[src/rtl/core/chr_pkg.sv]
package chr_pkg;

    typedef enum logic [2:0] {
        OP_BYTE   = 3'd0,
        OP_COMMIT = 3'd1,
        OP_OLDER  = 3'd2,
        OP_NEWER  = 3'd3,
        OP_LEAVE  = 3'd4
    } op_t;

    typedef enum logic [2:0] {
        K_ADDED    = 3'd0,
        K_INVALID  = 3'd1,
        K_DUP      = 3'd2,
        K_BYTE     = 3'd3,
        K_CLEARED  = 3'd4,
        K_NOCHANGE = 3'd5,
        K_LEFT     = 3'd6
    } kind_t;

    typedef enum logic [1:0] {
        SCAN_AFTER,
        SCAN_NEWEST,
        SCAN_BEFORE
    } scan_mode_t;

    typedef enum logic [4:0] {
        S_IDLE,
        S_SCAN,
        S_SCAN_CHK,
        S_RECALL,
        S_RC_RD,
        S_RC_CHK,
        S_RC_END,
        S_EMIT_RD,
        S_EMIT_OUT,
        S_NEWER_DEC,
        S_DUP_START,
        S_DUP_TERM,
        S_CMP_RD,
        S_CMP_CHK,
        S_EVICT_CHK,
        S_EVICT_START,
        S_MOVE_RD,
        S_MOVE_WR,
        S_APP_RD,
        S_APP_WR,
        S_APP_TERM
    } state_t;

endpackage

[src/rtl/core/chr_ram.sv]
module chr_ram
    import chr_pkg::*;
#(
    parameter int WIDTH = 8,
    parameter int DEPTH = 256
) (
    input  logic                     clk,
    input  logic                     we,
    input  logic [$clog2(DEPTH)-1:0] waddr,
    input  logic [WIDTH-1:0]         wdata,
    input  logic [$clog2(DEPTH)-1:0] raddr,
    output logic [WIDTH-1:0]         rdata
);

    logic [WIDTH-1:0] mem [DEPTH];

    always_ff @(posedge clk)
    begin
        if (we)
        begin
            mem[waddr] <= wdata;
        end
        rdata <= mem[raddr];
    end

endmodule

[src/rtl/core/command_history_ring_unit.sv]
// Command line history buffer.
// Request channel: a request (opcode, line_byte) is taken on a rising edge
// with start high and busy low. Opcodes: stage a line byte, commit the line,
// recall older, recall newer, leave navigation.
// Result channel: each result shows on kind, recalled_byte, byte_index and
// last for one cycle with strobe high; the receiver cannot stall it, so it
// must sample every strobe. last marks the final result of a request.
// Answers: line byte, leave, unused opcodes and requests refused up front
// (invalid commit, nothing to walk) answer in the cycle after the request,
// with busy staying low. Commit and recall run on a small sequencer around a
// shared byte compare/increment unit and the history RAM's single read port:
// a recall walks the store up to its current fill, copies the entry into the
// staged line and streams it byte by byte, reading each byte before it is
// sent; a commit walks the store once for the newest entry, compares, then
// per evicted entry walks and compacts the store, then appends the line. The
// longest request is a long line that evicts many short entries. busy is
// high throughout.
// Reset: history and staged line become empty, navigation off. The RAMs
// need no clearing pass; only written bytes are ever read.
module command_history_ring_unit
    import chr_pkg::*;
#(
    parameter int HISTORY_BYTES = 256,
    parameter int LINE_BYTES    = 64
) (
    input  logic       clk,
    input  logic       rst_n,
    input  logic       start,
    output logic       busy,
    input  logic [2:0] opcode,
    input  logic [7:0] line_byte,
    output logic       strobe,
    output logic [2:0] kind,
    output logic [7:0] recalled_byte,
    output logic [5:0] byte_index,
    output logic       last
);

    localparam int HA  = $clog2(HISTORY_BYTES);
    localparam int UW  = $clog2(HISTORY_BYTES + 1);
    localparam int SW  = UW + 1;
    localparam int LA  = $clog2(LINE_BYTES);
    localparam int LW1 = $clog2(LINE_BYTES + 1);

    state_t           state_reg, state_next;
    state_t           ret_reg, ret_next;
    scan_mode_t       mode_reg, mode_next;
    logic [UW-1:0]    used_reg, used_next;
    logic [UW-1:0]    nav_off_reg, nav_off_next;
    logic             nav_act_reg, nav_act_next;
    logic [LW1-1:0]   slen_reg, slen_next;
    logic             sovf_reg, sovf_next;
    logic             sterm_reg, sterm_next;
    logic [UW-1:0]    idx_reg, idx_next;
    logic [UW-1:0]    start_reg, start_next;
    logic [UW-1:0]    res_reg, res_next;
    logic [UW-1:0]    dst_reg, dst_next;
    logic [LW1-1:0]   k_reg, k_next;
    logic             strobe_reg, strobe_next;
    kind_t            kind_reg, kind_next;
    logic [7:0]       byte_reg, byte_next;
    logic [5:0]       bidx_reg, bidx_next;
    logic             last_reg, last_next;

    // History store and staged line RAMs
    logic          h_we;
    logic [HA-1:0] h_waddr, h_raddr;
    logic [7:0]    h_wdata, hd;
    logic          s_we;
    logic [LA-1:0] s_waddr;
    logic [7:0]    s_wdata, sd;

    chr_ram #(.WIDTH(8), .DEPTH(HISTORY_BYTES)) u_hist (
        .clk   (clk),
        .we    (h_we),
        .waddr (h_waddr),
        .wdata (h_wdata),
        .raddr (h_raddr),
        .rdata (hd)
    );

    chr_ram #(.WIDTH(8), .DEPTH(LINE_BYTES)) u_stage (
        .clk   (clk),
        .we    (s_we),
        .waddr (s_waddr),
        .wdata (s_wdata),
        .raddr (k_reg[LA-1:0]),
        .rdata (sd)
    );

    // Shared compare/increment unit
    logic          accept;
    logic          hz;
    logic [UW-1:0] idx_inc;
    logic          scan_end;
    logic          scan_stop;
    logic          start_upd;
    logic [SW-1:0] l_ext;
    logic [SW-1:0] used_ext;
    logic [SW-1:0] res_l;
    logic [SW-1:0] res_k;
    logic [SW-1:0] used_k;
    logic [SW-1:0] used_l;
    logic          commit_bad;
    logic          need_evict;
    logic          emit_last;
    logic          rc_more;

    assign accept   = start && !busy;
    assign hz       = (hd == 8'd0);
    assign idx_inc  = idx_reg + 1'b1;
    assign scan_end = (idx_reg >= used_reg);
    assign l_ext    = SW'(slen_reg);
    assign used_ext = {1'b0, used_reg};
    assign res_l    = {1'b0, res_reg} + l_ext;
    assign res_k    = {1'b0, res_reg} + SW'(k_reg);
    assign used_k   = used_ext + SW'(k_reg);
    assign used_l   = used_ext + l_ext;
    assign need_evict = (used_l + 1'b1) > SW'(HISTORY_BYTES);
    assign commit_bad = (slen_reg == '0) || sovf_reg || (slen_reg >= LW1'(LINE_BYTES))
                        || ((l_ext + 1'b1) > SW'(HISTORY_BYTES));
    assign emit_last = ((k_reg + 1'b1) == slen_reg);
    assign rc_more   = (k_reg < LW1'(LINE_BYTES - 1)) && (idx_reg < used_reg);

    always_comb
    begin
        scan_stop = 1'b0;
        start_upd = 1'b0;
        unique case (mode_reg)
            SCAN_AFTER:
            begin
                scan_stop = hz;
            end
            SCAN_NEWEST:
            begin
                start_upd = hz && (idx_inc < used_reg);
            end
            SCAN_BEFORE:
            begin
                scan_stop = hz && ((idx_inc >= nav_off_reg) || (idx_inc >= used_reg));
                start_upd = hz && !scan_stop;
            end
            default:
            begin
                scan_stop = 1'b1;
            end
        endcase
    end

    // Next state
    always_comb
    begin
        state_next = state_reg;
        unique case (state_reg)
            S_IDLE:
            begin
                if (accept)
                begin
                    case (opcode)
                        OP_COMMIT:
                        begin
                            if (commit_bad)
                                state_next = S_IDLE;
                            else if (used_reg != '0)
                                state_next = S_SCAN;
                            else
                                state_next = S_EVICT_CHK;
                        end
                        OP_OLDER:
                        begin
                            if (used_reg == '0 || (nav_act_reg && nav_off_reg == '0))
                                state_next = S_IDLE;
                            else
                                state_next = S_SCAN;
                        end
                        OP_NEWER:
                            state_next = nav_act_reg ? S_SCAN : S_IDLE;
                        default:
                            state_next = S_IDLE;
                    endcase
                end
            end
            S_SCAN:        state_next = scan_end ? ret_reg : S_SCAN_CHK;
            S_SCAN_CHK:    state_next = scan_stop ? ret_reg : S_SCAN;
            S_RECALL:      state_next = S_RC_RD;
            S_RC_RD:       state_next = rc_more ? S_RC_CHK : S_RC_END;
            S_RC_CHK:      state_next = hz ? S_RC_END : S_RC_RD;
            S_RC_END:      state_next = (k_reg == '0) ? S_IDLE : S_EMIT_RD;
            S_EMIT_RD:     state_next = S_EMIT_OUT;
            S_EMIT_OUT:    state_next = emit_last ? S_IDLE : S_EMIT_RD;
            S_NEWER_DEC:   state_next = (res_reg < used_reg) ? S_RECALL : S_IDLE;
            S_DUP_START:   state_next = (res_l < used_ext) ? S_DUP_TERM : S_EVICT_CHK;
            S_DUP_TERM:    state_next = hz ? S_CMP_RD : S_EVICT_CHK;
            S_CMP_RD:      state_next = (k_reg == slen_reg) ? S_IDLE : S_CMP_CHK;
            S_CMP_CHK:     state_next = (hd == sd) ? S_CMP_RD : S_EVICT_CHK;
            S_EVICT_CHK:   state_next = need_evict ? S_SCAN : S_APP_RD;
            S_EVICT_START: state_next = (res_reg == '0) ? S_APP_RD : S_MOVE_RD;
            S_MOVE_RD:     state_next = (idx_reg < used_reg) ? S_MOVE_WR : S_EVICT_CHK;
            S_MOVE_WR:     state_next = S_MOVE_RD;
            S_APP_RD:      state_next = (k_reg < slen_reg) ? S_APP_WR : S_APP_TERM;
            S_APP_WR:      state_next = S_APP_RD;
            S_APP_TERM:    state_next = S_IDLE;
            default:       state_next = S_IDLE;
        endcase
    end

    // Datapath, RAM ports and results
    always_comb
    begin
        ret_next     = ret_reg;
        mode_next    = mode_reg;
        used_next    = used_reg;
        nav_off_next = nav_off_reg;
        nav_act_next = nav_act_reg;
        slen_next    = slen_reg;
        sovf_next    = sovf_reg;
        sterm_next   = sterm_reg;
        idx_next     = idx_reg;
        start_next   = start_reg;
        res_next     = res_reg;
        dst_next     = dst_reg;
        k_next       = k_reg;
        strobe_next  = 1'b0;
        kind_next    = K_NOCHANGE;
        byte_next    = 8'd0;
        bidx_next    = 6'd0;
        last_next    = 1'b0;
        h_we         = 1'b0;
        h_waddr      = dst_reg[HA-1:0];
        h_wdata      = hd;
        h_raddr      = idx_reg[HA-1:0];
        s_we         = 1'b0;
        s_waddr      = k_reg[LA-1:0];
        s_wdata      = hd;

        unique case (state_reg)
            S_IDLE:
            begin
                if (accept)
                begin
                    strobe_next = 1'b1;
                    last_next   = 1'b1;
                    kind_next   = K_NOCHANGE;
                    case (opcode)
                        OP_BYTE:
                        begin
                            // Stage a byte; zero terminates, excess flags overflow
                            if (!sterm_reg)
                            begin
                                if (line_byte == 8'd0)
                                    sterm_next = 1'b1;
                                else if (slen_reg < LW1'(LINE_BYTES))
                                begin
                                    s_we      = 1'b1;
                                    s_waddr   = slen_reg[LA-1:0];
                                    s_wdata   = line_byte;
                                    slen_next = slen_reg + 1'b1;
                                end
                                else
                                    sovf_next = 1'b1;
                            end
                        end
                        OP_COMMIT:
                        begin
                            if (commit_bad)
                            begin
                                kind_next  = K_INVALID;
                                slen_next  = '0;
                                sovf_next  = 1'b0;
                                sterm_next = 1'b0;
                            end
                            else
                            begin
                                strobe_next = 1'b0;
                                last_next   = 1'b0;
                                idx_next    = '0;
                                start_next  = '0;
                                mode_next   = SCAN_NEWEST;
                                ret_next    = S_DUP_START;
                            end
                        end
                        OP_OLDER:
                        begin
                            if (!(used_reg == '0 || (nav_act_reg && nav_off_reg == '0)))
                            begin
                                strobe_next = 1'b0;
                                last_next   = 1'b0;
                                idx_next    = '0;
                                start_next  = '0;
                                mode_next   = nav_act_reg ? SCAN_BEFORE : SCAN_NEWEST;
                                ret_next    = S_RECALL;
                            end
                        end
                        OP_NEWER:
                        begin
                            if (nav_act_reg)
                            begin
                                strobe_next = 1'b0;
                                last_next   = 1'b0;
                                idx_next    = nav_off_reg;
                                mode_next   = SCAN_AFTER;
                                ret_next    = S_NEWER_DEC;
                            end
                        end
                        OP_LEAVE:
                        begin
                            kind_next    = K_LEFT;
                            nav_act_next = 1'b0;
                            nav_off_next = '0;
                        end
                        default:
                        begin
                            kind_next = K_NOCHANGE;
                        end
                    endcase
                end
            end
            S_SCAN:
            begin
                // Past the fill: after-scan lands on the fill, others on the last start
                if (scan_end)
                    res_next = (mode_reg == SCAN_AFTER) ? used_reg : start_reg;
            end
            S_SCAN_CHK:
            begin
                if (start_upd)
                    start_next = idx_inc;
                if (scan_stop)
                    res_next = (mode_reg == SCAN_AFTER) ? idx_inc : start_reg;
                idx_next = idx_inc;
            end
            S_RECALL:
            begin
                nav_off_next = res_reg;
                nav_act_next = 1'b1;
                idx_next     = res_reg;
                k_next       = '0;
            end
            S_RC_CHK:
            begin
                // Copy the entry into the live line
                if (!hz)
                begin
                    s_we     = 1'b1;
                    s_waddr  = k_reg[LA-1:0];
                    s_wdata  = hd;
                    k_next   = k_reg + 1'b1;
                    idx_next = idx_inc;
                end
            end
            S_RC_END:
            begin
                slen_next  = k_reg;
                sovf_next  = 1'b0;
                sterm_next = 1'b0;
                k_next     = '0;
                if (k_reg == '0)
                begin
                    strobe_next = 1'b1;
                    last_next   = 1'b1;
                    kind_next   = K_NOCHANGE;
                end
            end
            S_EMIT_OUT:
            begin
                strobe_next = 1'b1;
                kind_next   = K_BYTE;
                byte_next   = sd;
                bidx_next   = 6'(k_reg);
                last_next   = emit_last;
                k_next      = k_reg + 1'b1;
            end
            S_NEWER_DEC:
            begin
                if (!(res_reg < used_reg))
                begin
                    nav_act_next = 1'b0;
                    slen_next    = '0;
                    sovf_next    = 1'b0;
                    sterm_next   = 1'b0;
                    strobe_next  = 1'b1;
                    last_next    = 1'b1;
                    kind_next    = K_CLEARED;
                end
            end
            S_DUP_START:
            begin
                h_raddr = res_l[HA-1:0];
                k_next  = '0;
            end
            S_CMP_RD:
            begin
                h_raddr = res_k[HA-1:0];
                if (k_reg == slen_reg)
                begin
                    strobe_next = 1'b1;
                    last_next   = 1'b1;
                    kind_next   = K_DUP;
                    slen_next   = '0;
                    sovf_next   = 1'b0;
                    sterm_next  = 1'b0;
                end
            end
            S_CMP_CHK:
            begin
                k_next = k_reg + 1'b1;
            end
            S_EVICT_CHK:
            begin
                k_next = '0;
                if (need_evict)
                begin
                    idx_next  = '0;
                    start_next = '0;
                    mode_next = SCAN_AFTER;
                    ret_next  = S_EVICT_START;
                end
            end
            S_EVICT_START:
            begin
                // Shift the store down over the oldest entry
                idx_next = res_reg;
                dst_next = '0;
            end
            S_MOVE_RD:
            begin
                if (!(idx_reg < used_reg))
                    used_next = dst_reg;
            end
            S_MOVE_WR:
            begin
                h_we     = 1'b1;
                h_waddr  = dst_reg[HA-1:0];
                h_wdata  = hd;
                idx_next = idx_inc;
                dst_next = dst_reg + 1'b1;
            end
            S_APP_WR:
            begin
                h_we    = 1'b1;
                h_waddr = used_k[HA-1:0];
                h_wdata = sd;
                k_next  = k_reg + 1'b1;
            end
            S_APP_TERM:
            begin
                h_we        = 1'b1;
                h_waddr     = used_l[HA-1:0];
                h_wdata     = 8'd0;
                used_next   = UW'(used_l + 1'b1);
                slen_next   = '0;
                sovf_next   = 1'b0;
                sterm_next  = 1'b0;
                strobe_next = 1'b1;
                last_next   = 1'b1;
                kind_next   = K_ADDED;
            end
            default:
            begin
                h_we = 1'b0;
            end
        endcase
    end

    always_ff @(posedge clk or negedge rst_n)
    begin
        if (!rst_n)
        begin
            state_reg   <= S_IDLE;
            ret_reg     <= S_IDLE;
            mode_reg    <= SCAN_AFTER;
            used_reg    <= '0;
            nav_off_reg <= '0;
            nav_act_reg <= 1'b0;
            slen_reg    <= '0;
            sovf_reg    <= 1'b0;
            sterm_reg   <= 1'b0;
            idx_reg     <= '0;
            start_reg   <= '0;
            res_reg     <= '0;
            dst_reg     <= '0;
            k_reg       <= '0;
            strobe_reg  <= 1'b0;
        end
        else
        begin
            state_reg   <= state_next;
            ret_reg     <= ret_next;
            mode_reg    <= mode_next;
            used_reg    <= used_next;
            nav_off_reg <= nav_off_next;
            nav_act_reg <= nav_act_next;
            slen_reg    <= slen_next;
            sovf_reg    <= sovf_next;
            sterm_reg   <= sterm_next;
            idx_reg     <= idx_next;
            start_reg   <= start_next;
            res_reg     <= res_next;
            dst_reg     <= dst_next;
            k_reg       <= k_next;
            strobe_reg  <= strobe_next;
        end
    end

    // Result payload holds no reset
    always_ff @(posedge clk)
    begin
        kind_reg <= kind_next;
        byte_reg <= byte_next;
        bidx_reg <= bidx_next;
        last_reg <= last_next;
    end

    assign busy          = (state_reg != S_IDLE);
    assign strobe        = strobe_reg;
    assign kind          = kind_reg;
    assign recalled_byte = byte_reg;
    assign byte_index    = bidx_reg;
    assign last          = last_reg;

`ifndef ASSERT_OFF
    a_fill_bound: assert property (@(posedge clk) disable iff (!rst_n)
        used_reg <= UW'(HISTORY_BYTES))
        else $error("history fill beyond store size");

    a_stage_bound: assert property (@(posedge clk) disable iff (!rst_n)
        slen_reg <= LW1'(LINE_BYTES))
        else $error("staged length beyond line size");

    a_single_last: assert property (@(posedge clk) disable iff (!rst_n)
        (strobe && kind != K_BYTE) |-> last)
        else $error("single result without last");

    a_byte_quick: assert property (@(posedge clk) disable iff (!rst_n)
        (start && !busy && opcode == OP_BYTE) |=> (strobe && last && kind == K_NOCHANGE))
        else $error("line byte request not answered next cycle");
`endif

endmodule
[config.mk]
export PLATFORM = sky130hd
export DESIGN_NAME = command_history_ring_unit
export DESIGN_NICKNAME = d
export VERILOG_FILES = /design/src/rtl/core/chr_pkg.sv /design/src/rtl/core/chr_ram.sv /design/src/rtl/core/command_history_ring_unit.sv
export SDC_FILE = /design/constraint.sdc
export NUM_CORES = 2
export LEC_CHECK = 0
export BUFFER_PORTS_ARGS = -buffer_cell sky130_fd_sc_hd__clkbuf_2
export CORE_AREA = 2 2 611 613
export DETAILED_ROUTE_END_ITERATION = 10
export DIE_AREA = 0 0 613 615
export PLACE_DENSITY = 0.42
export RECOVER_POWER = 25
export SLEW_MARGIN = 20
export SYNTH_ARGS = -nofsm -noshare
export SYNTH_HDL_FRONTEND = slang
export SYNTH_SLANG_ARGS = --single-unit
[constraint.sdc]
create_clock -name clk -period 18.1 [get_ports clk]
set_input_delay 0.905 -clock clk [delete_from_list [all_inputs] [get_ports clk]]
set_output_delay 0.905 -clock clk [all_outputs]
set_load 0.03 [all_outputs]
==> results.yml <==
outcome:
  status: "complete, but fails checks"
  failed_checks: "capacitance limit, slew limit"
setup_path:
  rr_worst_depth: 7
  start_kind: "flip-flop"
  worstPathMaxFanout: 86
  arrival_ns: 9.42
  crit_start: "state_reg[4]"
  r2r_start: "state_reg[4]"
  path_class: "flip-flop to flip-flop"
  r2r_slack_ns: 9.22
  worstPathRequired_ns: 18.64
  end_kind: "flip-flop"
  cp-endpoint: "u_hist.mem[205][7]"
  reg2reg_to: "u_hist.mem[205][7]"
logic_synthesis:
  synth_mux_area_share_pct: 6.82
  synth_nets: 7713
  synth_area_leaders: "edfxtp_1, mux4_2, nand2_1"
  synth_xor_area_share_pct: 0.379
  synth_area_leader_cell: "edfxtp_1"
  synth-compound-area-share_pct: 5.91
  synth.top_cell.area_share_pct: 69.4
  async_flop_share_pct: 3.10
  ys_ff_latch: 2677
  syn_inst: 7606
  syn_area_mm2: 0.111
  yosys.area_share.simple_pct: 11.4
  synth-edff-count: 2560
  synth_area_per_cell_um2: 14.6
  synthFlopType: "edfxtp_1"
  synthAdderAreaFrac_pct: 1.08
  synth.most_common_cell: "edfxtp_1"
  yosysSeqAreaShare_pct: 71.9
  yosysWarnings: 0
  synth_top_family_by_area: "simple AND/OR/NAND/NOR gates"
  ys_top_cells_by_count: "edfxtp_1, nand2_1, nand3_1"
  yosysUniqueCellTypes: 95
global_routing:
  grt_use_met1_pct: 27.4
  gr-usage-met2_pct: 33.0
  grt_pass1_vias: 66000
  grt_use_total_pct: 20.2
  grt_most_used_layer: "met2"
  grt_max_degree: 196
  use_met3_pct: 3.43
  antenna_found_initial: 18
  grt_pass1_wl_um: 542000
  overflow: 0
clock_tree:
  cts_buffers: 309
  root_buffer: "clkbuf_16"
  max-clock-path-buffers: 4
  cts_tree: "done"
  cts.sinks: 2677
  cts_resized: 0
  insertion_delay_ns: 0.95
  cts.htree.levels: 5
  path_clk_slew_ns: 0.06
timing:
  skew_ns: 0.0682
  finalHoldViolCount: 0
  period_share_pct: 49.1
  drv_slew: 1603
  slew_headroom_pct: -203
  max_freq_mhz: 113
  min_period_ns: 8.88
  setup_ws_ns: 9.22
  rsz0062_at_grt: "no"
  worst_pin_slew_ns: 4.54
  setup_violations: 0
  tns_ns: 0
route:
  vias_per_cell: 5.27
  drc: 0
  ant_nets: 0
  drt_iter0_markers: 7519
  num_vias: 67700
  wl_um: 391000
  routedWlPerCell_um: 30.4
  drt_pass1_iterations: 6
power_and_ir_drop:
  p_per_area_mw_per_mm2: 155
  switching_share_pct: 35.0
  p_comb_share_pct: 27.9
  p_total_mw: 19.5
  power_leakage_nw: 40.9
  p_switching_mw: 6.82
  power_frac_seq_pct: 41.2
  p_clk_share_pct: 30.9
  p_int_mw: 12.7
  ir_drop_mv: 0.137
hold_path:
  hold_start: "start_reg[4]"
  hp-class: "flip-flop to flip-flop"
finish:
  final_area_mm2: 0.126
  num-nets-final: 7746
  largestRegisters: "u_hist.mem x2048, u_stage.mem x512"
  largest-register: "u_hist.mem"
  drive_gt1_share_pct: 12.7
  largest_reg_flops: 2048
  synthToLayoutAreaGrowth_pct: 13.8
job:
  cap_viol_max_count: 28
die:
  rows: 224
  core_mm2: 0.371
  pin_count: 34
  die_h_um: 615
  initial_core_util_pct: 29.9
  dieArea_mm2: 0.377
  die_x_um: 613
place:
  routabilityCongestion: 0.893
  post-place-ws_ns: 11.35
  io_buffer_count: 33
  post-dp-hpwl_um: 241000
  placed_area_mm2: 0.117
[placed cells by master, fill, tap and decap left out, types with 19 or more instances in the layout]
master / count
nor2_1: 390
a31oi_1: 193
ha_1: 89
dfrtp_1: 80
nor3_1: 46
mux4_2: 271
a21o_1: 21
nor2b_1: 19
buf_4: 130
a21oi_1: 107
o21ai_0: 97
edfxtp_1: 2560
nand2_1: 1519
clkinv_1: 56
mux2_2: 37
dfxtp_1: 34
xor2_1: 21
and3_1: 200
clkbuf_16: 316
clkinv_2: 49
o22ai_1: 44
nand4_1: 57
clkbuf_1: 118
nand3_1: 491
a311oi_1: 66
xnor2_1: 27
mux2i_1: 103
a22oi_1: 54
a211oi_1: 119
nor2_2: 40
a32oi_1: 54
nor4_1: 23
inv_1: 61
[per-layer routing]
metal | wire, um | share of wire (%)
met4 | 13400 | 3.4
met3 | 24200 | 6.2
met2 | 186000 | 48
met1 | 167000 | 43
met5 | 41 | 0.010
[critical path, cell delays in order, from the launching register on]
cell and delay (ns):
dfrtp_1 0.79, nand2b_1 0.29, nor2_1 0.29, and3_1 0.23, clkbuf_1 0.95, a22o_1 1.32
clkbuf_1 3.25, buf_4 1.11
[through the flow]
| stage | instances | utilization, % | hold slack [ns] |
|---|---|---|---|
| after floorplan | 7606 | - | 0.457 |
| after global placement | 12300 | 31.4 | 0.489 |
| after detailed placement | 12300 | 31.5 | 0.495 |
| after CTS | 12800 | 34.0 | 0.381 |
| after global routing | 12800 | 34.0 | 0.487 |
| final | 12900 | 34.0 | 0.509 |
[cell type report]
| type | count | area [um2] |
|---|---|---|
| multi-input combinational | 4382 | 28700 |
| clock buffer | 400 | 8320 |
| clock inverter | 147 | 1260 |
| fill | 35800 | 245000 |
| sequential | 2677 | 79600 |
| tap | 4972 | 6220 |
| inverter | 63 | 236 |
| antenna | 8 | 20.0 |
| timing repair buffer | 206 | 1590 |
[power by group through the flow]
stage | logic [mW] | clock network, mW | registers, mW
6_report | 5.44 | 6.03 | 8.02
5_1_grt | 5.80 | 6.38 | 8.04
4_1_cts | 5.53 | 6.15 | 7.95
3_5_place_dp | 5.51 | 0 | 8.08
3_3_place_gp | 5.47 | 0 | 8.08
2_1_floorplan | 3.14 | 0 | 8.12
[logic make-up after synthesis]
group | after synthesis
DFF | 2677
AOI/OAI and AO/OA | 934
xor gates and xnor gates | 48
adders and majority gates | 93
and+or+nand+nor | 2896
buffers and inverters | 547
muxes | 411
[worst min-delay path by stage]
stage               cells after the start      endpoint
finish                                  1  start_reg[4]
CTS                                     2  state_reg[0]
global placement                        1  start_reg[1]
detailed placement                      1  start_reg[5]
floorplan                               1    dst_reg[8]
global route                            4   mode_reg[0]
[repair_timing]
item / CTS / global route
hold buffers: 1 / 0
endpoints found under the hold margin: 27 / 0
setup buffers: 0 / 0
No activity file was read; power rests on OpenSTA's default activity.
